===== src/rtl/grr_pkg.sv =====
// Shared types, result codes and the built-in digit table for the glyph row renderer.
package grr_pkg;

  localparam logic [1:0] KIND_COLWIN = 2'd0;
  localparam logic [1:0] KIND_ROWWIN = 2'd1;
  localparam logic [1:0] KIND_PIXEL  = 2'd2;

  localparam logic [1:0] REG_PANEL_WIDTH   = 2'd0;
  localparam logic [1:0] REG_PANEL_HEIGHT  = 2'd1;
  localparam logic [1:0] REG_COLUMN_OFFSET = 2'd2;
  localparam logic [1:0] REG_ROW_OFFSET    = 2'd3;

  localparam logic [9:0] PANEL_WIDTH_RESET  = 10'd240;
  localparam logic [9:0] PANEL_HEIGHT_RESET = 10'd320;

  localparam logic [7:0] CHAR_LOW   = 8'd32;
  localparam logic [7:0] CHAR_HIGH  = 8'd126;
  localparam logic [7:0] CHAR_QMARK = 8'h3F;
  localparam logic [7:0] CHAR_ZERO  = 8'h30;
  localparam logic [7:0] CHAR_NINE  = 8'h39;

  localparam logic [3:0] XSPAN_1X = 4'd5;
  localparam logic [3:0] XSPAN_2X = 4'd11;
  localparam logic [3:0] YSPAN_1X = 4'd7;
  localparam logic [3:0] YSPAN_2X = 4'd15;

  localparam logic [4:0] LAST_POS_1X = 5'd7;
  localparam logic [4:0] LAST_POS_2X = 5'd25;
  localparam logic [4:0] FIRST_PIXEL_POS = 5'd2;

  // One classified item, ready for the result sequencer.
  typedef struct packed {
    logic        has_win;
    logic        dbl;
    logic [4:0]  bits5;
    logic [15:0] fg;
    logic [15:0] bg;
    logic [11:0] col_start;
    logic [11:0] col_end;
    logic [11:0] row_start;
    logic [11:0] row_end;
  } job_t;

  // Rows of a digit glyph, element 0 is the top row.
  function automatic logic [7:0][4:0] digit_rows(input logic [3:0] d);
    logic [7:0][4:0] r;
    case (d)
      4'd0: r = {5'h00, 5'h0E, 5'h11, 5'h19, 5'h15, 5'h13, 5'h11, 5'h0E};
      4'd1: r = {5'h00, 5'h0E, 5'h04, 5'h04, 5'h04, 5'h04, 5'h0C, 5'h04};
      4'd2: r = {5'h00, 5'h1F, 5'h08, 5'h04, 5'h02, 5'h01, 5'h11, 5'h0E};
      4'd3: r = {5'h00, 5'h1E, 5'h01, 5'h01, 5'h0E, 5'h01, 5'h01, 5'h1E};
      4'd4: r = {5'h00, 5'h02, 5'h02, 5'h1F, 5'h12, 5'h0A, 5'h06, 5'h02};
      4'd5: r = {5'h00, 5'h0E, 5'h11, 5'h01, 5'h01, 5'h1E, 5'h10, 5'h1F};
      4'd6: r = {5'h00, 5'h0E, 5'h11, 5'h11, 5'h1E, 5'h10, 5'h08, 5'h06};
      4'd7: r = {5'h00, 5'h08, 5'h08, 5'h08, 5'h04, 5'h02, 5'h01, 5'h1F};
      4'd8: r = {5'h00, 5'h0E, 5'h11, 5'h11, 5'h0E, 5'h11, 5'h11, 5'h0E};
      4'd9: r = {5'h00, 5'h0C, 5'h02, 5'h01, 5'h0F, 5'h11, 5'h11, 5'h0E};
      default: r = '0;
    endcase
    return r;
  endfunction

endpackage


===== src/rtl/grr_front.sv =====
// Front end: configuration registers, clipping and classification of each item.
module grr_front (
  input  logic              clk,
  input  logic              rst,
  input  logic              wr_en,
  input  logic [1:0]        wr_index,
  input  logic [9:0]        wr_data,
  input  logic              accept,
  input  logic [9:0]        cell_x,
  input  logic [9:0]        cell_y,
  input  logic [7:0]        char_code,
  input  logic [2:0]        glyph_row_index,
  input  logic [7:0]        font_byte,
  input  logic [15:0]       fore_colour,
  input  logic [15:0]       back_colour,
  input  logic              double_size,
  output logic              job_push,
  output grr_pkg::job_t     job
);
  import grr_pkg::*;

  logic [9:0] panel_width;
  logic [9:0] panel_height;
  logic [9:0] column_offset;
  logic [9:0] row_offset;

  logic [7:0]  ch;
  logic [3:0]  xspan;
  logic [3:0]  yspan;
  logic [10:0] x_right;
  logic [10:0] y_bottom;
  logic        clipped;
  logic        is_digit;
  logic [7:0][4:0] drows;

  always_ff @(posedge clk) begin
    if (rst) begin
      panel_width   <= PANEL_WIDTH_RESET;
      panel_height  <= PANEL_HEIGHT_RESET;
      column_offset <= '0;
      row_offset    <= '0;
    end else if (wr_en) begin
      case (wr_index)
        REG_PANEL_WIDTH:   panel_width   <= wr_data;
        REG_PANEL_HEIGHT:  panel_height  <= wr_data;
        REG_COLUMN_OFFSET: column_offset <= wr_data;
        REG_ROW_OFFSET:    row_offset    <= wr_data;
        default: ;
      endcase
    end
  end

  always_comb begin
    ch = (char_code < CHAR_LOW || char_code > CHAR_HIGH) ? CHAR_QMARK : char_code;
    xspan = double_size ? XSPAN_2X : XSPAN_1X;
    yspan = double_size ? YSPAN_2X : YSPAN_1X;
    x_right  = {1'b0, cell_x} + {7'd0, xspan};
    y_bottom = {1'b0, cell_y} + {7'd0, yspan};
    clipped  = (x_right >= {1'b0, panel_width}) || (y_bottom >= {1'b0, panel_height});
    is_digit = double_size && ch >= CHAR_ZERO && ch <= CHAR_NINE;
    drows    = digit_rows(ch[3:0]);

    job.has_win   = (glyph_row_index == 3'd0);
    job.dbl       = double_size;
    job.bits5     = is_digit ? drows[glyph_row_index] : font_byte[7:3];
    job.fg        = fore_colour;
    job.bg        = back_colour;
    job.col_start = {2'b0, cell_x} + {2'b0, column_offset};
    job.col_end   = {2'b0, cell_x} + {2'b0, column_offset} + {8'd0, xspan};
    job.row_start = {2'b0, cell_y} + {2'b0, row_offset};
    job.row_end   = {2'b0, cell_y} + {2'b0, row_offset} + {8'd0, yspan};
  end

  // A clipped cell is taken and dropped here; it never reaches the queue.
  assign job_push = accept && !clipped;

endmodule


===== src/rtl/grr_job_q.sv =====
// Two-entry queue of classified items between the front end and the sequencer.
module grr_job_q (
  input  logic           clk,
  input  logic           rst,
  input  logic           push,
  input  grr_pkg::job_t  wdata,
  input  logic           pop,
  output grr_pkg::job_t  rdata,
  output logic           full,
  output logic           empty
);
  import grr_pkg::*;

  job_t       entries [2];
  logic       wr_ptr;
  logic       rd_ptr;
  logic [1:0] count;

  always_ff @(posedge clk) begin
    if (push) begin
      entries[wr_ptr] <= wdata;
    end
  end

  always_ff @(posedge clk) begin
    if (rst) begin
      wr_ptr <= 1'b0;
      rd_ptr <= 1'b0;
      count  <= '0;
    end else begin
      if (push) wr_ptr <= ~wr_ptr;
      if (pop)  rd_ptr <= ~rd_ptr;
      case ({push, pop})
        2'b10:   count <= count + 2'd1;
        2'b01:   count <= count - 2'd1;
        default: count <= count;
      endcase
    end
  end

  assign rdata = entries[rd_ptr];
  assign full  = (count == 2'd2);
  assign empty = (count == 2'd0);

endmodule


===== src/rtl/grr_back.sv =====
// Result sequencer: walks one queued item through its windows and pixels into the output register.
module grr_back (
  input  logic           clk,
  input  logic           rst,
  input  grr_pkg::job_t  job,
  input  logic           job_avail,
  output logic           job_pop,
  input  logic           pop,
  output logic           empty,
  output logic [1:0]     result_kind,
  output logic [11:0]    window_start,
  output logic [11:0]    window_end,
  output logic [15:0]    pixel_colour,
  output logic           last_of_run
);
  import grr_pkg::*;

  logic       out_valid;
  logic [4:0] cnt;
  logic [4:0] cnt_next;
  logic       out_load;
  logic [4:0] pos;
  logic [4:0] pix;
  logic [4:0] pix_mod;
  logic [2:0] col;
  logic [5:0] line_bits;
  logic       is_last;
  logic [1:0]  kind_next;
  logic [11:0] ws_next;
  logic [11:0] we_next;
  logic [15:0] colour_next;

  assign out_load = job_avail && (!out_valid || pop);

  always_comb begin
    pos = cnt + (job.has_win ? 5'd0 : FIRST_PIXEL_POS);
    pix = pos - FIRST_PIXEL_POS;
    pix_mod = (pix >= 5'd12) ? pix - 5'd12 : pix;
    col = job.dbl ? pix_mod[3:1] : pix[2:0];
    line_bits = {job.bits5, 1'b0};
    is_last = (pos == (job.dbl ? LAST_POS_2X : LAST_POS_1X));
    kind_next = KIND_PIXEL;
    ws_next = '0;
    we_next = '0;
    colour_next = '0;
    if (pos == 5'd0) begin
      kind_next = KIND_COLWIN;
      ws_next = job.col_start;
      we_next = job.col_end;
    end else if (pos == 5'd1) begin
      kind_next = KIND_ROWWIN;
      ws_next = job.row_start;
      we_next = job.row_end;
    end else begin
      colour_next = line_bits[3'd5 - col] ? job.fg : job.bg;
    end
    cnt_next = is_last ? 5'd0 : cnt + 5'd1;
  end

  assign job_pop = out_load && is_last;

  always_ff @(posedge clk) begin
    if (rst) begin
      out_valid <= 1'b0;
      cnt       <= '0;
    end else begin
      if (out_load) begin
        out_valid <= 1'b1;
        cnt       <= cnt_next;
      end else if (pop) begin
        out_valid <= 1'b0;
      end
    end
  end

  always_ff @(posedge clk) begin
    if (out_load) begin
      result_kind  <= kind_next;
      window_start <= ws_next;
      window_end   <= we_next;
      pixel_colour <= colour_next;
      last_of_run  <= is_last;
    end
  end

  assign empty = !out_valid;

`ifndef SYNTHESIS
  a_cnt_range: assert property (@(posedge clk) disable iff (rst)
    cnt <= LAST_POS_2X) else $error("sequencer count out of range");
  a_pop_on_last: assert property (@(posedge clk) disable iff (rst)
    job_pop |=> (out_valid && last_of_run)) else $error("item retired without last result");
  a_window_no_colour: assert property (@(posedge clk) disable iff (rst)
    (out_valid && result_kind != KIND_PIXEL) |-> (pixel_colour == 16'd0))
    else $error("window result carries a colour");
  a_idle_restart: assert property (@(posedge clk) disable iff (rst)
    !job_avail |-> (cnt == 5'd0)) else $error("sequencer mid-item with no item queued");
`endif

endmodule


===== src/rtl/glyph_row_pixel_renderer.sv =====
// Top level of the glyph row renderer: front end, item queue and result sequencer.
//
//   channel   direction  handshake      payload
//   input     in         push / full    cell_x cell_y char_code glyph_row_index font_byte
//                                       fore_colour back_colour double_size
//   result    out        pop / empty    result_kind window_start window_end pixel_colour
//                                       last_of_run
//   config    in         wr_en          wr_index wr_data
//
// The sequencer makes one result per cycle unless the output stalls. An item has 6 or
// 8 results at 1x, 24 or 26 at 2x (row 0 adds the two windows); a clipped item is
// dropped at the input. An accepted item enters the queue before its first result is
// loaded into the output register. A two-entry queue holds items waiting for the
// sequencer, so input is taken while results are still being drained. Reset empties
// the queue and the output register and returns the registers to their reset values.
module glyph_row_pixel_renderer (
  input  logic        clk,
  input  logic        rst,
  input  logic        push,
  output logic        full,
  input  logic [9:0]  cell_x,
  input  logic [9:0]  cell_y,
  input  logic [7:0]  char_code,
  input  logic [2:0]  glyph_row_index,
  input  logic [7:0]  font_byte,
  input  logic [15:0] fore_colour,
  input  logic [15:0] back_colour,
  input  logic        double_size,
  output logic        empty,
  input  logic        pop,
  output logic [1:0]  result_kind,
  output logic [11:0] window_start,
  output logic [11:0] window_end,
  output logic [15:0] pixel_colour,
  output logic        last_of_run,
  input  logic        wr_en,
  input  logic [1:0]  wr_index,
  input  logic [9:0]  wr_data
);
  import grr_pkg::*;

  job_t in_job;
  job_t q_job;
  logic q_push;
  logic q_pop;
  logic q_empty;

  grr_front u_front (
    .clk             (clk),
    .rst             (rst),
    .wr_en           (wr_en),
    .wr_index        (wr_index),
    .wr_data         (wr_data),
    .accept          (push && !full),
    .cell_x          (cell_x),
    .cell_y          (cell_y),
    .char_code       (char_code),
    .glyph_row_index (glyph_row_index),
    .font_byte       (font_byte),
    .fore_colour     (fore_colour),
    .back_colour     (back_colour),
    .double_size     (double_size),
    .job_push        (q_push),
    .job             (in_job)
  );

  grr_job_q u_job_q (
    .clk   (clk),
    .rst   (rst),
    .push  (q_push),
    .wdata (in_job),
    .pop   (q_pop),
    .rdata (q_job),
    .full  (full),
    .empty (q_empty)
  );

  grr_back u_back (
    .clk          (clk),
    .rst          (rst),
    .job          (q_job),
    .job_avail    (!q_empty),
    .job_pop      (q_pop),
    .pop          (pop),
    .empty        (empty),
    .result_kind  (result_kind),
    .window_start (window_start),
    .window_end   (window_end),
    .pixel_colour (pixel_colour),
    .last_of_run  (last_of_run)
  );

endmodule


===== config.mk =====
export PLATFORM = sky130hd
export DESIGN_NAME = glyph_row_pixel_renderer
export DESIGN_NICKNAME = d
export VERILOG_FILES = /design/src/rtl/grr_pkg.sv /design/src/rtl/grr_front.sv /design/src/rtl/grr_job_q.sv /design/src/rtl/grr_back.sv /design/src/rtl/glyph_row_pixel_renderer.sv
export SDC_FILE = /design/constraint.sdc
export NUM_CORES = 1
export LEC_CHECK = 0
export ABC_AREA = 1
export ABC_CLOCK_PERIOD_IN_PS = 19700
export BUFFER_PORTS_ARGS = -buffer_cell sky130_fd_sc_hd__buf_4
export CORE_MARGIN = 2
export CORE_UTILIZATION = 60
export CTS_BUF_LIST = sky130_fd_sc_hd__clkbuf_8
export DETAILED_ROUTE_END_ITERATION = 8
export PLACE_DENSITY = 0.86
export SYNTH_ARGS = -nofsm -noshare
export SYNTH_HDL_FRONTEND = slang
export SYNTH_SLANG_ARGS = --single-unit

===== constraint.sdc =====
create_clock -name clk -period 19.7 [get_ports clk]
set_clock_uncertainty 0.1 [all_clocks]
set_input_delay 3.94 -clock clk [delete_from_list [all_inputs] [get_ports clk]]
set_output_delay 3.94 -clock clk [all_outputs]
set_load 0.01 [all_outputs]

# Word level (Yosys, flattened, before mapping)
# Memory sizes are Yosys's and may differ from the RTL's. A register that Yosys moved wholly into a read port is not among the register bits.
# Cells that the tools add are included.
[op_classes]
addsub = 13
n_lt_le_gt_ge = 9
eq_ne = 8
n_mux = 26
bitwise_logic = 2
n_reduce_logical = 24
[ops]
columns = ["op", "count"]
rows = [
  ["$mux W12", 4],
  ["$add A12 B4 Y12", 2],
  ["$add A10 B10 Y11", 2],
  ["$add A10 B4 Y11", 2],
  ["$ge A11 B10 Y1", 2],
  ["$mux W5", 4],
  ["$mux W16", 1],
  ["$bmux W5 S3", 1],
  ["$mux W4", 3],
  ["$eq A2 B2 Y1 const B", 4],
  ["$ge A8 B6 Y1 const B", 1],
  ["$gt A8 B7 Y1 const B", 1],
  ["$le A8 B6 Y1 const B", 1],
  ["$lt A3 B4 Y1 const B", 2],
  ["$lt A8 B6 Y1 const B", 1],
  ["$mux W8", 1],
  ["$reduce_and A2 Y1", 4],
  ["$mux W1", 7],
  ["$logic_and A1 B1 Y1", 6],
  ["$add A5 B1 Y5 const B", 1],
  ["$add A5 B5 Y5", 1],
  ["$eq A5 B1 Y1 const B", 1],
  ["$eq A5 B5 Y1", 1],
  ["$ge A5 B4 Y1 const B", 1],
  ["18 further kinds", 28],
]
[word_totals]
reg_bits = 93
ramBits = 170
mem_bits_ro = 560
memories = 2
[memory_table]
columns = ["name", "depth", "word_bits", "read_ports", "rd_clocked_by_memory_dff", "wr", "line", "text"]
rows = [
  ["(name not given)", 16, 35, 1, 0, 0, "grr_pkg.sv:47", "case (d)"],
  ["u_job_q.entries", 2, 85, 1, 1, 1, "grr_job_q.sv:14", "job_t entries [2];"],
]

# Logic depth before layout (Yosys ltp)
# Gate-level depths: netlist (run 1).
[logic_depth]
word_depth = 10
ltp_mapped = 26
depth_no_buf = 23

# Hierarchy
# Synthesis (run 1) repeated with hierarchy kept, for this count alone.
[hier_totals]
cells_unflattened = 1430
hier_area_um2 = 14475.1
[modules_own_cells]
columns = ["mod", "instances", "cells_each", "area_each_um2", "seq_area_each_um2"]
rows = [
  ["grr_job_q", 1, 304, 6623.9, 5325.1],
  ["grr_front", 1, 779, 5036.1, 800.8],
  ["grr_back", 1, 344, 2801.4, 1411.4],
  ["glyph_row_pixel_renderer", 1, 3, 13.8, 0.0],
]

# Least setup slack after synthesis (run 1)
# Ideal clock, no wire load.
[synth_timing]
path_type = "input to register"
from = "in double_size"
to = "mem u_job_q.entries[0][0] in the netlist's numbering, enable pin"
t_arrival_ps = 9761
t_required_ps = 19071
slack_ps = 9310
path_stages = 16
cell_sequence = "inv_1 -> ha_1 -> nand2_1 -> nor2_1 -> a211oi_1 -> nor2_1 -> o21ai_0 -> nor3_1 -> nand3_1 -> xnor2_1 -> ha_1 -> a221oi_1 -> nand3_1 -> nor2_1 -> o211ai_1 -> nor2_1"
[synth_between]
elab_chain_len = 8
word_cells_on_any_way = 11
[synth_rtl]
columns = ["item", "line", "text"]
rows = [
  ["start: declaration", "glyph_row_pixel_renderer.sv:28", "input logic double_size,"],
  ["$mux W4, on equally long branches", "grr_front.sv:55, grr_front.sv:56", ""],
  ["$add A10 B4 Y11, on equally long branches", "grr_front.sv:57, grr_front.sv:58", ""],
  ["$ge A11 B10 Y1", "grr_front.sv:59", "clipped = (x_right >= {1'b0, panel_width}) || (y_bottom >= {1'b0, panel_height});"],
  ["$logic_or A1 B1 Y1 (*)", "grr_front.sv:59", ""],
  ["$logic_not A1 Y1 (*)", "grr_front.sv:75", "assign job_push = accept && !clipped;"],
  ["$logic_and A1 B1 Y1 (*)", "grr_front.sv:75", ""],
  ["$mux W1 (*)", "grr_job_q.sv:20", "if (push) begin"],
  ["$mux W1 (not written as such) (*)", "grr_job_q.sv:21", "entries[wr_ptr] <= wdata;"],
  ["end: declaration", "grr_job_q.sv:14", ""],
]
# Mark *: on every way between the ends. The rest lies on a longest branch, timed or not.

# Worst setup path in the final report (run 1)
[layout_timing]
from = "in double_size"
to = "mem u_job_q.entries[0][41] in the netlist's numbering, enable pin"
# The elaborated chain is that of the path after synthesis.

==> flow_results.xml, run 1 <==
<?xml version="1.0" encoding="UTF-8"?>
<metrics>
  <group name="run_status">
    <metric name="run_status" unit="">completed</metric>
  </group>
  <group name="logic_synthesis">
    <metric name="post_synth_instance_area" unit="sq um">13400</metric>
    <metric name="post_synthesis_net_count" unit="">1538</metric>
    <metric name="synthAdderAreaFrac" unit="%">6.40</metric>
    <metric name="synth_compound_gate_area_share" unit="%">8.01</metric>
    <metric name="ys.warnings.count" unit="">0</metric>
    <metric name="ys_dominant_reg_cell" unit="">sky130_fd_sc_hd__edfxtp_1</metric>
    <metric name="largest_family_of_logic_cells_by_synthesized_area" unit="">simple AND/OR/NAND/NOR gates</metric>
    <metric name="post_synth_mux_area_share" unit="%">1.27</metric>
    <metric name="simple_gate_area_share_of_the_yosys_netlist" unit="%">20.3</metric>
    <metric name="synthCells" unit="">1383</metric>
    <metric name="yosys_register_bits" unit="">263</metric>
    <metric name="synth.distinct_cells" unit="">49</metric>
    <metric name="synth_xor_xnor_area_share" unit="%">2.88</metric>
    <metric name="synth_edf_count" unit="">212</metric>
    <metric name="asyncSetResetFlopFracSynth" unit="%">0</metric>
    <metric name="yosysSeqAreaShare" unit="%">55.2</metric>
    <metric name="synthesized_area_divided_by_synthesized_cell_count" unit="sq um">9.67</metric>
  </group>
  <group name="clock_network">
    <metric name="clock_tree.root_cell" unit="">sky130_fd_sc_hd__clkbuf_8</metric>
    <metric name="clk_pin_slew" unit="ps">60</metric>
    <metric name="worstSkewPairLatency" unit="ps">540</metric>
    <metric name="cts.htree.levels" unit="">2</metric>
    <metric name="numCtsBuffers" unit="">42</metric>
    <metric name="post_cts_hold_buffer_count" unit="">0</metric>
    <metric name="post-cts-setup-buffers" unit="">0</metric>
    <metric name="resize_count_post_cts" unit="">0</metric>
    <metric name="ctsLongestPathBuffers" unit="">3</metric>
    <metric name="cts_tree" unit="">done</metric>
    <metric name="clkSinkCount" unit="">263</metric>
  </group>
  <group name="power_and_ir_drop">
    <metric name="power.share.switching" unit="%">27.8</metric>
    <metric name="power_leakage" unit="nW">6.65</metric>
    <metric name="total_power" unit="W">0.00128</metric>
    <metric name="power.internal" unit="W">0.000926</metric>
    <metric name="power-per-cell-area" unit="nW/um^2">84.2</metric>
    <metric name="clockPowerShare" unit="%">32.2</metric>
    <metric name="power.net_switching" unit="W">0.000357</metric>
    <metric name="power.ir.vdd_worst" unit="mV">0.0508</metric>
    <metric name="seq_power_share" unit="%">50.2</metric>
    <metric name="power.share.combinational" unit="%">17.5</metric>
  </group>
  <group name="drt">
    <metric name="routed_via_density" unit="">5.53</metric>
    <metric name="first_pass_iters" unit="">7</metric>
    <metric name="drt_iter0_markers" unit="">826</metric>
    <metric name="route.detailed.drc" unit="">0</metric>
    <metric name="vias" unit="">10106</metric>
    <metric name="antenna_violating_nets_post_route" unit="">0</metric>
    <metric name="wl_per_cell" unit="um">16.3</metric>
    <metric name="drt_wl_total" unit="mm">29.8</metric>
  </group>
  <group name="sta">
    <metric name="timing.slew.headroom" unit="%">24.0</metric>
    <metric name="report.final.setup_viol" unit="">0</metric>
    <metric name="transition_time_of_the_tightest_slew_check_pin" unit="ps">1140</metric>
    <metric name="finalHoldViolations" unit="">0</metric>
    <metric name="rsz_0062_raised_after_global_routing" unit="">false</metric>
    <metric name="final_min_period_over_clock_period" unit="%">42.6</metric>
    <metric name="timing.fmax" unit="MHz">119</metric>
    <metric name="period_minus_slack" unit="ps">8390</metric>
    <metric name="fin_tns_setup" unit="ps">0</metric>
    <metric name="timing.final.max_slew_violations" unit="">0</metric>
  </group>
  <group name="job">
    <metric name="cap_viol_max_count" unit="">0</metric>
  </group>
  <group name="hold_path">
    <metric name="holdCritPathClass" unit="">flip-flop to flip-flop</metric>
    <metric name="min_from" unit="">u_front.panel_height[9]</metric>
  </group>
  <group name="worst_setup_path">
    <metric name="nature_of_the_critical_path_startpoint" unit="">input port</metric>
    <metric name="worst-endpoint-required" unit="ps">19750</metric>
    <metric name="critical_path_peak_fanout" unit="">66</metric>
    <metric name="timing.critical_path.to_type" unit="">flip-flop</metric>
    <metric name="reg2reg_from" unit="">u_front.panel_height[4]</metric>
    <metric name="arrival_worst_endpoint" unit="ps">8440</metric>
    <metric name="critPathKind" unit="">input port to flip-flop</metric>
    <metric name="crit_start" unit="">double_size</metric>
  </group>
  <group name="floorplan">
    <metric name="pin_count" unit="">134</metric>
    <metric name="die_area" unit="sq um">23500</metric>
    <metric name="rows" unit="">54</metric>
    <metric name="die_width" unit="um">153</metric>
    <metric name="floorplan.die.height" unit="um">153</metric>
    <metric name="core_footprint" unit="sq um">21800</metric>
    <metric name="initial_utilization" unit="%">61.3</metric>
  </group>
  <group name="place">
    <metric name="routabilityCongestion" unit="">0.922</metric>
    <metric name="place.detailed.hpwl" unit="mm">20.1</metric>
    <metric name="port_buffers" unit="">129</metric>
  </group>
  <group name="global_route">
    <metric name="grt_start_max_net_pins" unit="">85</metric>
    <metric name="total_routing_usage_reported_by_global_routing" unit="%">25.0</metric>
    <metric name="grt.overflow.total" unit="">0</metric>
    <metric name="vias_in_the_first_global_route" unit="">9593</metric>
    <metric name="grt_pass1_wl" unit="mm">47.2</metric>
    <metric name="initial_antenna_violation_count" unit="">0</metric>
  </group>
  <group name="cells_and_area">
    <metric name="fillers" unit="">1596</metric>
    <metric name="area.sequential" unit="sq um">7390</metric>
    <metric name="syn2layout_area_growth" unit="%">14.0</metric>
    <metric name="antenna-diode-count" unit="">0</metric>
    <metric name="post_route_cells_drive_above_1_share" unit="%">15.3</metric>
    <metric name="finalNetCount" unit="">1675</metric>
    <metric name="multi_input_comb_area" unit="sq um">5230</metric>
  </group>
</metrics>
[cells in the mapped netlist, types with 2 or more instances]
library cell	number	area share, %
sky130_fd_sc_hd__nor3_1	11	0.41
sky130_fd_sc_hd__inv_1	135	3.8
sky130_fd_sc_hd__ha_1	62	5.8
sky130_fd_sc_hd__clkinv_1	2	0.056
sky130_fd_sc_hd__buf_2	7	0.26
sky130_fd_sc_hd__xnor2_1	13	0.85
sky130_fd_sc_hd__dfxtp_1	51	7.6
sky130_fd_sc_hd__clkbuf_1	25	0.70
sky130_fd_sc_hd__or2_2	3	0.14
sky130_fd_sc_hd__o21ai_0	51	1.9
sky130_fd_sc_hd__nand3_1	68	2.5
sky130_fd_sc_hd__edfxtp_1	212	48
sky130_fd_sc_hd__a211oi_1	4	0.22
sky130_fd_sc_hd__buf_6	5	0.42
sky130_fd_sc_hd__o211ai_1	12	0.67
sky130_fd_sc_hd__nand4_1	21	0.98
sky130_fd_sc_hd__nand2_2	9	0.42
sky130_fd_sc_hd__a21o_1	3	0.17
sky130_fd_sc_hd__o21ai_1	2	0.075
sky130_fd_sc_hd__fa_1	4	0.60
sky130_fd_sc_hd__nand3_2	16	1.2
sky130_fd_sc_hd__xor2_1	31	2.0
sky130_fd_sc_hd__o21a_1	2	0.11
sky130_fd_sc_hd__mux2i_1	17	1.3
sky130_fd_sc_hd__a21oi_1	70	2.6
sky130_fd_sc_hd__nor2_1	109	3.1
sky130_fd_sc_hd__clkbuf_8	3	0.31
sky130_fd_sc_hd__a22o_1	23	1.5
sky130_fd_sc_hd__a21oi_2	6	0.39
sky130_fd_sc_hd__nand2_4	3	0.25
sky130_fd_sc_hd__nand2_1	378	11
sky130_fd_sc_hd__inv_2	3	0.084
sky130_fd_sc_hd__nor2_2	6	0.28
[state kept, by name, indices dropped and copies added, names as in the netlist, named ones only]
register,count
u_job_q.entries,170
u_back.pixel_colour,16
u_back.window_end,12
u_back.window_start,11
u_front.column_offset,10
u_front.panel_height,10
u_front.panel_width,10
u_front.row_offset,10
u_back.cnt,5
u_back.result_kind,2
u_job_q.count,2
u_back.last_of_run,1
u_back.out_valid,1
u_job_q.rd_ptr,1
u_job_q.wr_ptr,1
[worst max-delay path, cell delays in order]
cell	delay [ps]
sky130_fd_sc_hd__buf_4	200
sky130_fd_sc_hd__inv_1	180
sky130_fd_sc_hd__ha_1	370
sky130_fd_sc_hd__nand2_1	80
sky130_fd_sc_hd__nor2_1	40
sky130_fd_sc_hd__a211oi_1	320
sky130_fd_sc_hd__nor2_1	60
sky130_fd_sc_hd__o21ai_0	270
sky130_fd_sc_hd__nor3_1	130
sky130_fd_sc_hd__nand3_1	100
sky130_fd_sc_hd__xnor2_1	140
sky130_fd_sc_hd__ha_1	290
sky130_fd_sc_hd__a221oi_1	300
sky130_fd_sc_hd__nand3_1	120
sky130_fd_sc_hd__nor2_1	110
sky130_fd_sc_hd__o211ai_1	310
sky130_fd_sc_hd__nor2_4	600
sky130_fd_sc_hd__buf_4	820
[kinds of logic after synthesis]
family,count (synthesis)
multiplexers,17
AND/OR/NAND/NOR,630
XOR/XNOR,44
flip-flops,263
AO/OA/AOI/OAI,179
buffers and inverters,183
adder cells (fa/ha/maj),66
other,1
[cell usage in the layout (no fill, tap or decap), types with 4 or more instances in the layout]
cell type | synthesis | layout
sky130_fd_sc_hd__a211oi_1 | 4 | 4
sky130_fd_sc_hd__a21oi_1 | 70 | 69
sky130_fd_sc_hd__a21oi_2 | 6 | 6
sky130_fd_sc_hd__a22o_1 | 23 | 23
sky130_fd_sc_hd__buf_4 | 1 | 135
sky130_fd_sc_hd__clkbuf_8 | 3 | 45
sky130_fd_sc_hd__clkinv_1 | 2 | 5
sky130_fd_sc_hd__dfxtp_1 | 51 | 50
sky130_fd_sc_hd__edfxtp_1 | 212 | 212
sky130_fd_sc_hd__fa_1 | 4 | 4
sky130_fd_sc_hd__ha_1 | 62 | 62
sky130_fd_sc_hd__inv_1 | 135 | 154
sky130_fd_sc_hd__mux2i_1 | 17 | 17
sky130_fd_sc_hd__nand2_1 | 378 | 378
sky130_fd_sc_hd__nand2_2 | 9 | 9
sky130_fd_sc_hd__nand3_1 | 68 | 68
sky130_fd_sc_hd__nand3_2 | 16 | 16
sky130_fd_sc_hd__nand4_1 | 21 | 21
sky130_fd_sc_hd__nor2_1 | 109 | 107
sky130_fd_sc_hd__nor2_2 | 6 | 6
sky130_fd_sc_hd__nor3_1 | 11 | 11
sky130_fd_sc_hd__o211ai_1 | 12 | 12
sky130_fd_sc_hd__o21ai_0 | 51 | 51
sky130_fd_sc_hd__xnor2_1 | 13 | 13
sky130_fd_sc_hd__xor2_1 | 31 | 31
[final timing paths]
check                                                to  slack (ps)  depth (start not counted)
worst max-delay path             u_job_q.entries[0][41]       11310                         18
worst min-delay path            u_front.panel_height[9]         370                          2
worst max register to register   u_job_q.entries[0][41]       16050                         12
worst min register to register  u_front.panel_height[9]         370                          2
[routing by layer]
layer / global-route usage, % / vias to the layer above / wire (um)
met4: 7.54 / 0 / 590
met5: 0 / - / 0
li1: - / 4945 / -
met1: 33.6 / 4725 / 12600
met2: 41.9 / 386 / 14400
met3: 4.05 / 50 / 2260
[power groups by stage]
stage	Combinational (W)	Sequential, W	Clock (W)
after floorplan	0.000156	0.000660	0
after global placement	0.000213	0.000655	0
after detailed placement	0.000222	0.000656	0
after CTS	0.000224	0.000645	0.000420
after global routing	0.000249	0.000647	0.000444
final	0.000225	0.000645	0.000414
[cell type report]
type / instances / share of cell area, %
multi-input cells: 937 / 34.3
well taps: 280 / 2.30
repair buffers: 135 / 6.65
clock buffers: 45 / 4.06
inverters: 141 / 3.48
clock inverters: 25 / 0.690
flip-flops and latches: 263 / 48.5
[stage by stage]
step	cell area, sq um	instances	util, %	setup slack (ps)	hold WS (ps)
final	15200	1826	69.8	11310	366
after global routing	15200	1826	69.8	10960	385
after CTS	15200	1826	69.8	11300	365
after floorplan	13400	1383	-	9310	335
after detailed placement	14500	1756	66.5	10760	353
after global placement	14500	1756	66.5	10880	347
Note: power is estimated with default switching activity, not from simulation.
==> run 2: changes to the inputs <==
- ABC_CLOCK_PERIOD_IN_PS: 19700 -> 8480
- clock period: 19.7 -> 8.48 ns (I/O delays scaled with it)
==> run 2 against run 1 <==
Against the previous run:
- critical path depth unchanged
- global-route usage up 0.21 points
- core utilization up 0.27 points
- highest routed layer unchanged
- via count up 0.95%
- sequential share of layout area down 0.19 points
- flip-flop and latch count unchanged
- hold slack better by 0.78 ps
- critical path type unchanged
==> flow_results.xml, run 2 (synthesis results as in run 1) <==
<?xml version="1.0" encoding="UTF-8"?>
<metrics>
  <group name="power_and_ir_drop">
    <metric name="seq_power_share" unit="%">49.7</metric>
    <metric name="power_leakage" unit="nW">6.64</metric>
    <metric name="power.net_switching" unit="W">0.000838</metric>
    <metric name="power.share.combinational" unit="%">17.3</metric>
    <metric name="power.internal" unit="W">0.00218</metric>
    <metric name="clockPowerShare" unit="%">33.0</metric>
    <metric name="power.ir.vdd_worst" unit="mV">0.101</metric>
    <metric name="power-per-cell-area" unit="nW/um^2">197</metric>
    <metric name="total_power" unit="W">0.00302</metric>
    <metric name="power.share.switching" unit="%">27.8</metric>
  </group>
  <group name="worst_setup_path">
    <metric name="critPathKind" unit="">input port to flip-flop</metric>
    <metric name="critical_path_peak_fanout" unit="">85</metric>
    <metric name="worst-endpoint-required" unit="ps">8520</metric>
    <metric name="arrival_worst_endpoint" unit="ps">5840</metric>
    <metric name="timing.critical_path.to_type" unit="">flip-flop</metric>
    <metric name="nature_of_the_critical_path_startpoint" unit="">input port</metric>
  </group>
  <group name="drt">
    <metric name="first_pass_iters" unit="">5</metric>
    <metric name="drt_wl_total" unit="mm">30.2</metric>
    <metric name="antenna_violating_nets_post_route" unit="">0</metric>
    <metric name="vias" unit="">10202</metric>
    <metric name="drt_iter0_markers" unit="">656</metric>
    <metric name="route.detailed.drc" unit="">0</metric>
    <metric name="routed_via_density" unit="">5.57</metric>
    <metric name="wl_per_cell" unit="um">16.5</metric>
  </group>
  <group name="floorplan">
    <metric name="floorplan.die.height" unit="um">153</metric>
    <metric name="die_area" unit="sq um">23500</metric>
    <metric name="rows" unit="">54</metric>
    <metric name="die_width" unit="um">153</metric>
    <metric name="pin_count" unit="">134</metric>
    <metric name="core_footprint" unit="sq um">21800</metric>
    <metric name="initial_utilization" unit="%">61.3</metric>
  </group>
  <group name="job">
    <metric name="cap_viol_max_count" unit="">0</metric>
  </group>
  <group name="sta">
    <metric name="timing.final.max_slew_violations" unit="">0</metric>
    <metric name="final_min_period_over_clock_period" unit="%">68.4</metric>
    <metric name="rsz_0062_raised_after_global_routing" unit="">false</metric>
    <metric name="report.final.setup_viol" unit="">0</metric>
    <metric name="timing.slew.headroom" unit="%">20.1</metric>
    <metric name="period_minus_slack" unit="ps">5800</metric>
    <metric name="fin_tns_setup" unit="ps">0</metric>
    <metric name="timing.fmax" unit="MHz">172</metric>
    <metric name="transition_time_of_the_tightest_slew_check_pin" unit="ps">1200</metric>
    <metric name="timing.hold.ws" unit="ps">367</metric>
    <metric name="finalHoldViolations" unit="">0</metric>
  </group>
  <group name="run_status">
    <metric name="run_status" unit="">completed</metric>
  </group>
  <group name="global_route">
    <metric name="initial_antenna_violation_count" unit="">0</metric>
    <metric name="vias_in_the_first_global_route" unit="">9940</metric>
    <metric name="total_routing_usage_reported_by_global_routing" unit="%">25.2</metric>
    <metric name="grt_pass1_wl" unit="mm">48.1</metric>
    <metric name="grt.overflow.total" unit="">0</metric>
    <metric name="grt_start_max_net_pins" unit="">87</metric>
  </group>
  <group name="cells_and_area">
    <metric name="layout.cells.most_common_list" unit="">sky130_fd_sc_hd__nand2_1 (378), sky130_fd_sc_hd__edfxtp_1 (212), sky130_fd_sc_hd__inv_1 (148), sky130_fd_sc_hd__buf_4 (134), sky130_fd_sc_hd__nor2_1 (107)</metric>
    <metric name="post_route_cells_drive_above_1_share" unit="%">15.3</metric>
    <metric name="syn2layout_area_growth" unit="%">14.4</metric>
    <metric name="largest_register_ffs" unit="">170</metric>
    <metric name="regMostFlops" unit="">u_job_q.entries</metric>
    <metric name="area.sequential" unit="sq um">7390</metric>
    <metric name="antenna-diode-count" unit="">0</metric>
    <metric name="leading_cell_type_in_the_layout_fill_and_taps_excluded" unit="">sky130_fd_sc_hd__nand2_1</metric>
    <metric name="fillers" unit="">1621</metric>
    <metric name="multi_input_comb_area" unit="sq um">5230</metric>
    <metric name="largestRegisters" unit="">u_job_q.entries x170, u_back.pixel_colour x16, u_back.window_end x12</metric>
    <metric name="utilization" unit="%">70.1</metric>
    <metric name="finalNetCount" unit="">1675</metric>
  </group>
  <group name="clock_network">
    <metric name="cts_tree" unit="">done</metric>
    <metric name="clock_tree.root_cell" unit="">sky130_fd_sc_hd__clkbuf_8</metric>
    <metric name="clk_pin_slew" unit="ps">50</metric>
    <metric name="clkSinkCount" unit="">263</metric>
    <metric name="post-cts-setup-buffers" unit="">0</metric>
    <metric name="ctsLongestPathBuffers" unit="">3</metric>
    <metric name="cts.htree.levels" unit="">2</metric>
    <metric name="post_cts_hold_buffer_count" unit="">0</metric>
    <metric name="numCtsBuffers" unit="">42</metric>
    <metric name="resize_count_post_cts" unit="">0</metric>
    <metric name="worstSkewPairLatency" unit="ps">550</metric>
  </group>
  <group name="place">
    <metric name="routabilityCongestion" unit="">0.913</metric>
    <metric name="place.detailed.hpwl" unit="mm">20.3</metric>
    <metric name="port_buffers" unit="">129</metric>
  </group>
  <group name="hold_path">
    <metric name="holdCritPathClass" unit="">flip-flop to flip-flop</metric>
  </group>
</metrics>
run 2: changes by cell type in the layout (fill, tap and decap cells not counted):
cell,before,now
sky130_fd_sc_hd__clkinv_1,5,17
sky130_fd_sc_hd__inv_1,154,148
sky130_fd_sc_hd__buf_12,0,1
sky130_fd_sc_hd__buf_4,135,134
sky130_fd_sc_hd__bufinv_16,0,1
sky130_fd_sc_hd__clkbuf_8,45,44
sky130_fd_sc_hd__clkinvlp_4,0,1
run 2: layout make-up:
type	instances	share of cell area, %
sequential	263	48.3
tap	280	2.29
inverter	141	3.47
timing repair buffer	135	6.71
clock buffer	44	3.96
clock inverter	33	1.08
multi-input combinational	937	34.2
run 2: final timing paths:
kind / from / endpoint / slack [ps] / cells after the start
worst max-delay path: double_size / u_job_q.entries[1][84] / 2680 / 18
worst min-delay path: u_front.panel_height[2] / u_front.panel_height[2] / 370 / 2
worst max register to register: flip-flop / u_back.pixel_colour[15] / 4040 / 22
worst min register to register: u_front.panel_height[2] / u_front.panel_height[2] / 370 / 2
run 2: worst max-delay path, cell delays in order:
cell	delay [ps]
sky130_fd_sc_hd__buf_4	200
sky130_fd_sc_hd__inv_1	180
sky130_fd_sc_hd__ha_1	370
sky130_fd_sc_hd__nand2_1	80
sky130_fd_sc_hd__nor2_1	40
sky130_fd_sc_hd__a211oi_1	280
sky130_fd_sc_hd__nor2_1	60
sky130_fd_sc_hd__o21ai_0	290
sky130_fd_sc_hd__nor3_1	130
sky130_fd_sc_hd__nand3_1	110
sky130_fd_sc_hd__xnor2_1	120
sky130_fd_sc_hd__ha_1	280
sky130_fd_sc_hd__a221oi_1	280
sky130_fd_sc_hd__nand3_1	110
sky130_fd_sc_hd__nor2_1	110
sky130_fd_sc_hd__o211ai_1	330
sky130_fd_sc_hd__nor2_4	180
sky130_fd_sc_hd__buf_4	870
run 2: stage by stage:
stage	instance area [sq um]	cells	setup WS (ps)
floorplan	13400	1383	334
detailed placement	14500	1756	2180
finish	15300	1833	2680
global route	15300	1833	2430
global placement	14500	1756	2290
CTS	15300	1833	2730
run 2: power groups by stage:
| stage | Clock [W] | Combinational (W) | Sequential [W] |
|---|---|---|---|
| floorplan | 0 | 0.000362 | 0.00153 |
| global placement | 0 | 0.000497 | 0.00152 |
| detailed placement | 0 | 0.000516 | 0.00153 |
| CTS | 0.00101 | 0.000521 | 0.00150 |
| global route | 0.00106 | 0.000582 | 0.00150 |
| finish | 0.000996 | 0.000523 | 0.00150 |
run 2: routing by layer:
layer | GRT usage [%] | share of wire, % | vias to the layer above
li1 | - | - | 4942
met1 | 33.5 | 42 | 4812
met2 | 43.0 | 49 | 402
met3 | 4.03 | 7.4 | 46
met4 | 7.05 | 1.6 | 0
met5 | 0 | 0 | -
==> run 3: changes to the inputs <==
- ABC_CLOCK_PERIOD_IN_PS: 8480 -> 4900
- CORE_UTILIZATION: 60 -> 56
- PLACE_DENSITY: 0.86 -> 0.84
- clock period: 8.48 -> 4.9 ns (I/O delays scaled with it)
==> run 3 against run 2 <==
Against the previous run:
- hold slack got worse by 6.6 ps
- routed wire length decreased by 0.39%
- core utilization decreased by 4.3 points
==> flow_results.xml, run 3 (synthesis results as in run 1) <==
<?xml version="1.0" encoding="UTF-8"?>
<metrics>
  <group name="worst_setup_path">
    <metric name="crit_slowest_cell" unit="">sky130_fd_sc_hd__o211ai_1</metric>
    <metric name="worstPathBufferInverterCount" unit="">2</metric>
    <metric name="worstPathCellList" unit="">buf_4 -&gt; inv_1 -&gt; ha_4 -&gt; nand2_1 -&gt; nor2_1 -&gt; a211oi_2 -&gt; nor2_1 -&gt; o21ai_1 -&gt; nor3_2 -&gt; xor2_1 -&gt; ha_1 -&gt; nand2_1 -&gt; nor3_1 -&gt; a21oi_1 -&gt; o211ai_1 -&gt; ha_1 -&gt; a21oi_1 -&gt; o21ai_0 -&gt; o21ai_0 -&gt; a21oi_1</metric>
    <metric name="worst-r2r-cell-count" unit="">21</metric>
    <metric name="r2r_end" unit="">u_back.pixel_colour[13]</metric>
    <metric name="critical_path_cell_count" unit="">20</metric>
    <metric name="critPathKind" unit="">input port to flip-flop</metric>
    <metric name="nature_of_the_critical_path_startpoint" unit="">input port</metric>
    <metric name="slack_of_the_worst_reg_to_reg_path" unit="ps">1390</metric>
    <metric name="critical_path.most_common_cell" unit="">sky130_fd_sc_hd__a21oi_1</metric>
    <metric name="arrival_worst_endpoint" unit="ps">4610</metric>
    <metric name="timing.critical_path.to_type" unit="">flip-flop</metric>
    <metric name="critical_path_peak_fanout" unit="">5</metric>
    <metric name="crit_start" unit="">double_size</metric>
    <metric name="worst-endpoint-required" unit="ps">5210</metric>
    <metric name="worstSetupEndpoint" unit="">u_job_q.count[1]</metric>
    <metric name="critical-path-max-stage-delay" unit="ps">720</metric>
    <metric name="crit_family" unit="">compound AO/OA/AOI/OAI gates</metric>
  </group>
  <group name="drt">
    <metric name="vias" unit="">10215</metric>
    <metric name="first_pass_iters" unit="">5</metric>
    <metric name="wl_per_cell" unit="um">16.0</metric>
    <metric name="route.detailed.drc" unit="">0</metric>
    <metric name="antenna_violating_nets_post_route" unit="">0</metric>
    <metric name="drt_iter0_markers" unit="">746</metric>
    <metric name="routed_via_density" unit="">5.45</metric>
    <metric name="drt_wl_total" unit="mm">30.1</metric>
  </group>
  <group name="clock_network">
    <metric name="clock_tree.root_cell" unit="">sky130_fd_sc_hd__clkbuf_8</metric>
    <metric name="cts.htree.levels" unit="">2</metric>
    <metric name="worstSkewPairLatency" unit="ps">550</metric>
    <metric name="post-cts-setup-buffers" unit="">0</metric>
    <metric name="ctsLongestPathBuffers" unit="">3</metric>
    <metric name="resize_count_post_cts" unit="">0</metric>
    <metric name="clkSinkCount" unit="">263</metric>
    <metric name="numCtsBuffers" unit="">42</metric>
    <metric name="clk_pin_slew" unit="ps">60</metric>
    <metric name="post_cts_hold_buffer_count" unit="">0</metric>
    <metric name="cts_tree" unit="">done</metric>
  </group>
  <group name="place">
    <metric name="place.detailed.hpwl" unit="mm">20.3</metric>
    <metric name="port_buffers" unit="">129</metric>
    <metric name="routabilityCongestion" unit="">0.934</metric>
    <metric name="detailed_place.area" unit="sq um">14700</metric>
  </group>
  <group name="floorplan">
    <metric name="rows" unit="">56</metric>
    <metric name="die_width" unit="um">159</metric>
    <metric name="initial_utilization" unit="%">57.0</metric>
    <metric name="pin_count" unit="">134</metric>
    <metric name="core_footprint" unit="sq um">23500</metric>
    <metric name="floorplan.die.height" unit="um">159</metric>
    <metric name="die_area" unit="sq um">25100</metric>
  </group>
  <group name="cells_and_area">
    <metric name="post_route_cells_drive_above_1_share" unit="%">16.1</metric>
    <metric name="finalNetCount" unit="">1678</metric>
    <metric name="largest_register_ffs" unit="">170</metric>
    <metric name="fillers" unit="">1787</metric>
    <metric name="layout.cells.most_common_list" unit="">sky130_fd_sc_hd__nand2_1 (378), sky130_fd_sc_hd__edfxtp_1 (212), sky130_fd_sc_hd__inv_1 (146), sky130_fd_sc_hd__buf_4 (134), sky130_fd_sc_hd__nor2_1 (107)</metric>
    <metric name="syn2layout_area_growth" unit="%">15.5</metric>
    <metric name="antenna-diode-count" unit="">0</metric>
    <metric name="utilization" unit="%">65.8</metric>
    <metric name="leading_cell_type_in_the_layout_fill_and_taps_excluded" unit="">sky130_fd_sc_hd__nand2_1</metric>
    <metric name="layout.cell_area.non_filler" unit="sq um">15500</metric>
    <metric name="largestRegisters" unit="">u_job_q.entries x170, u_back.pixel_colour x16, u_back.window_end x12</metric>
    <metric name="regMostFlops" unit="">u_job_q.entries</metric>
  </group>
  <group name="sta">
    <metric name="rsz_0062_raised_after_global_routing" unit="">false</metric>
    <metric name="transition_time_of_the_tightest_slew_check_pin" unit="ps">1200</metric>
    <metric name="report.final.setup_viol" unit="">0</metric>
    <metric name="timing.hold.ws" unit="ps">360</metric>
    <metric name="timing.slew.headroom" unit="%">19.7</metric>
    <metric name="finalHoldViolations" unit="">0</metric>
    <metric name="period_minus_slack" unit="ps">4300</metric>
    <metric name="final_min_period_over_clock_period" unit="%">87.7</metric>
    <metric name="timing.final.max_slew_violations" unit="">0</metric>
    <metric name="timing.fmax" unit="MHz">233</metric>
  </group>
  <group name="power_and_ir_drop">
    <metric name="clockPowerShare" unit="%">33.3</metric>
    <metric name="power-per-cell-area" unit="nW/um^2">341</metric>
    <metric name="power_leakage" unit="nW">6.67</metric>
    <metric name="total_power" unit="W">0.00527</metric>
    <metric name="power.share.switching" unit="%">27.9</metric>
    <metric name="power.ir.vdd_worst" unit="mV">0.193</metric>
    <metric name="power.share.combinational" unit="%">17.5</metric>
    <metric name="power.net_switching" unit="W">0.00147</metric>
    <metric name="seq_power_share" unit="%">49.2</metric>
    <metric name="power.internal" unit="W">0.00380</metric>
  </group>
  <group name="global_route">
    <metric name="grt.overflow.total" unit="">0</metric>
    <metric name="grt_pass1_wl" unit="mm">48.0</metric>
    <metric name="vias_in_the_first_global_route" unit="">9910</metric>
    <metric name="grt_start_max_net_pins" unit="">86</metric>
    <metric name="total_routing_usage_reported_by_global_routing" unit="%">24.4</metric>
    <metric name="initial_antenna_violation_count" unit="">0</metric>
  </group>
  <group name="job">
    <metric name="cap_viol_max_count" unit="">0</metric>
  </group>
  <group name="run_status">
    <metric name="run_status" unit="">completed</metric>
  </group>
  <group name="hold_path">
    <metric name="holdCritPathClass" unit="">flip-flop to flip-flop</metric>
  </group>
</metrics>
## run 3: changes by cell type in the layout (fill, tap and decap cells not counted), moves of 2 or more
cell                         change
sky130_fd_sc_hd__clkinvlp_4      +2
sky130_fd_sc_hd__inv_1           -2
sky130_fd_sc_hd__clkinv_1        -5
sky130_fd_sc_hd__buf_12          +3
sky130_fd_sc_hd__inv_6           -2
sky130_fd_sc_hd__clkinv_2        +6
## run 3: worst min-delay path by stage
stage	start	end	slack (ps)	depth (start not counted)
final	u_front.panel_height[3]	u_front.panel_height[3]	360	2
after CTS	u_front.panel_height[3]	u_front.panel_height[3]	360	2
after global routing	u_front.panel_width[3]	u_front.panel_width[3]	380	2
after floorplan	u_front.panel_height[9]	u_front.panel_height[9]	340	2
after detailed placement	u_front.panel_height[3]	u_front.panel_height[3]	360	2
after global placement	u_front.panel_height[7]	u_front.panel_height[7]	350	2
## run 3: metal layers
layer,share of wire (%),up-vias,global-route usage [%]
li1,-,4966,-
met1,41,4782,31.8
met2,48,400,41.1
met3,7.7,67,4.90
met4,2.6,0,7.85
met5,0,-,0
## run 3: worst register-to-register path: stages (launching register included)
cell	delay, ps
sky130_fd_sc_hd__dfxtp_2	320
sky130_fd_sc_hd__mux2i_1	110
sky130_fd_sc_hd__ha_1	210
sky130_fd_sc_hd__ha_1	300
sky130_fd_sc_hd__inv_1	70
sky130_fd_sc_hd__ha_1	200
sky130_fd_sc_hd__nand3b_1	180
sky130_fd_sc_hd__nand2_1	100
sky130_fd_sc_hd__inv_1	60
sky130_fd_sc_hd__ha_1	180
sky130_fd_sc_hd__nand3_1	100
sky130_fd_sc_hd__inv_1	80
sky130_fd_sc_hd__nor2_4	170
sky130_fd_sc_hd__nand2_4	80
sky130_fd_sc_hd__nand2_2	60
sky130_fd_sc_hd__nand3_2	80
sky130_fd_sc_hd__nand3_1	90
sky130_fd_sc_hd__nand2_1	90
sky130_fd_sc_hd__nand2_4	390
sky130_fd_sc_hd__nand3_2	140
sky130_fd_sc_hd__nand2_1	100
sky130_fd_sc_hd__nor2_1	60
## run 3: area by class of cell
cell class / count / area (sq um) / share of cell area, %
repair buffers: 138 / 1090 / 7.03
multi-input cells: 937 / 5260 / 34.1
clock inverters: 32 / 166 / 1.08
flip-flops and latches: 263 / 7390 / 47.8
well taps: 319 / 399 / 2.58
clock buffers: 45 / 619 / 4.01
inverters: 141 / 531 / 3.43
## run 3: power groups by stage
stage	clock (W)	combinational (W)	sequential, W
finish	0.00175	0.000922	0.00259
global route	0.00188	0.00103	0.00260
CTS	0.00179	0.000916	0.00259
detailed placement	0	0.000906	0.00264
global placement	0	0.000870	0.00263
floorplan	0	0.000631	0.00265
## run 3: stage by stage
stage	setup WS [ps]	TNS (ps)	instances
finish	602	0	1875
floorplan	-63.4	-8660	1383
detailed placement	73.0	0	1798
global route	290	0	1875
CTS	631	0	1875
global placement	264	0	1798
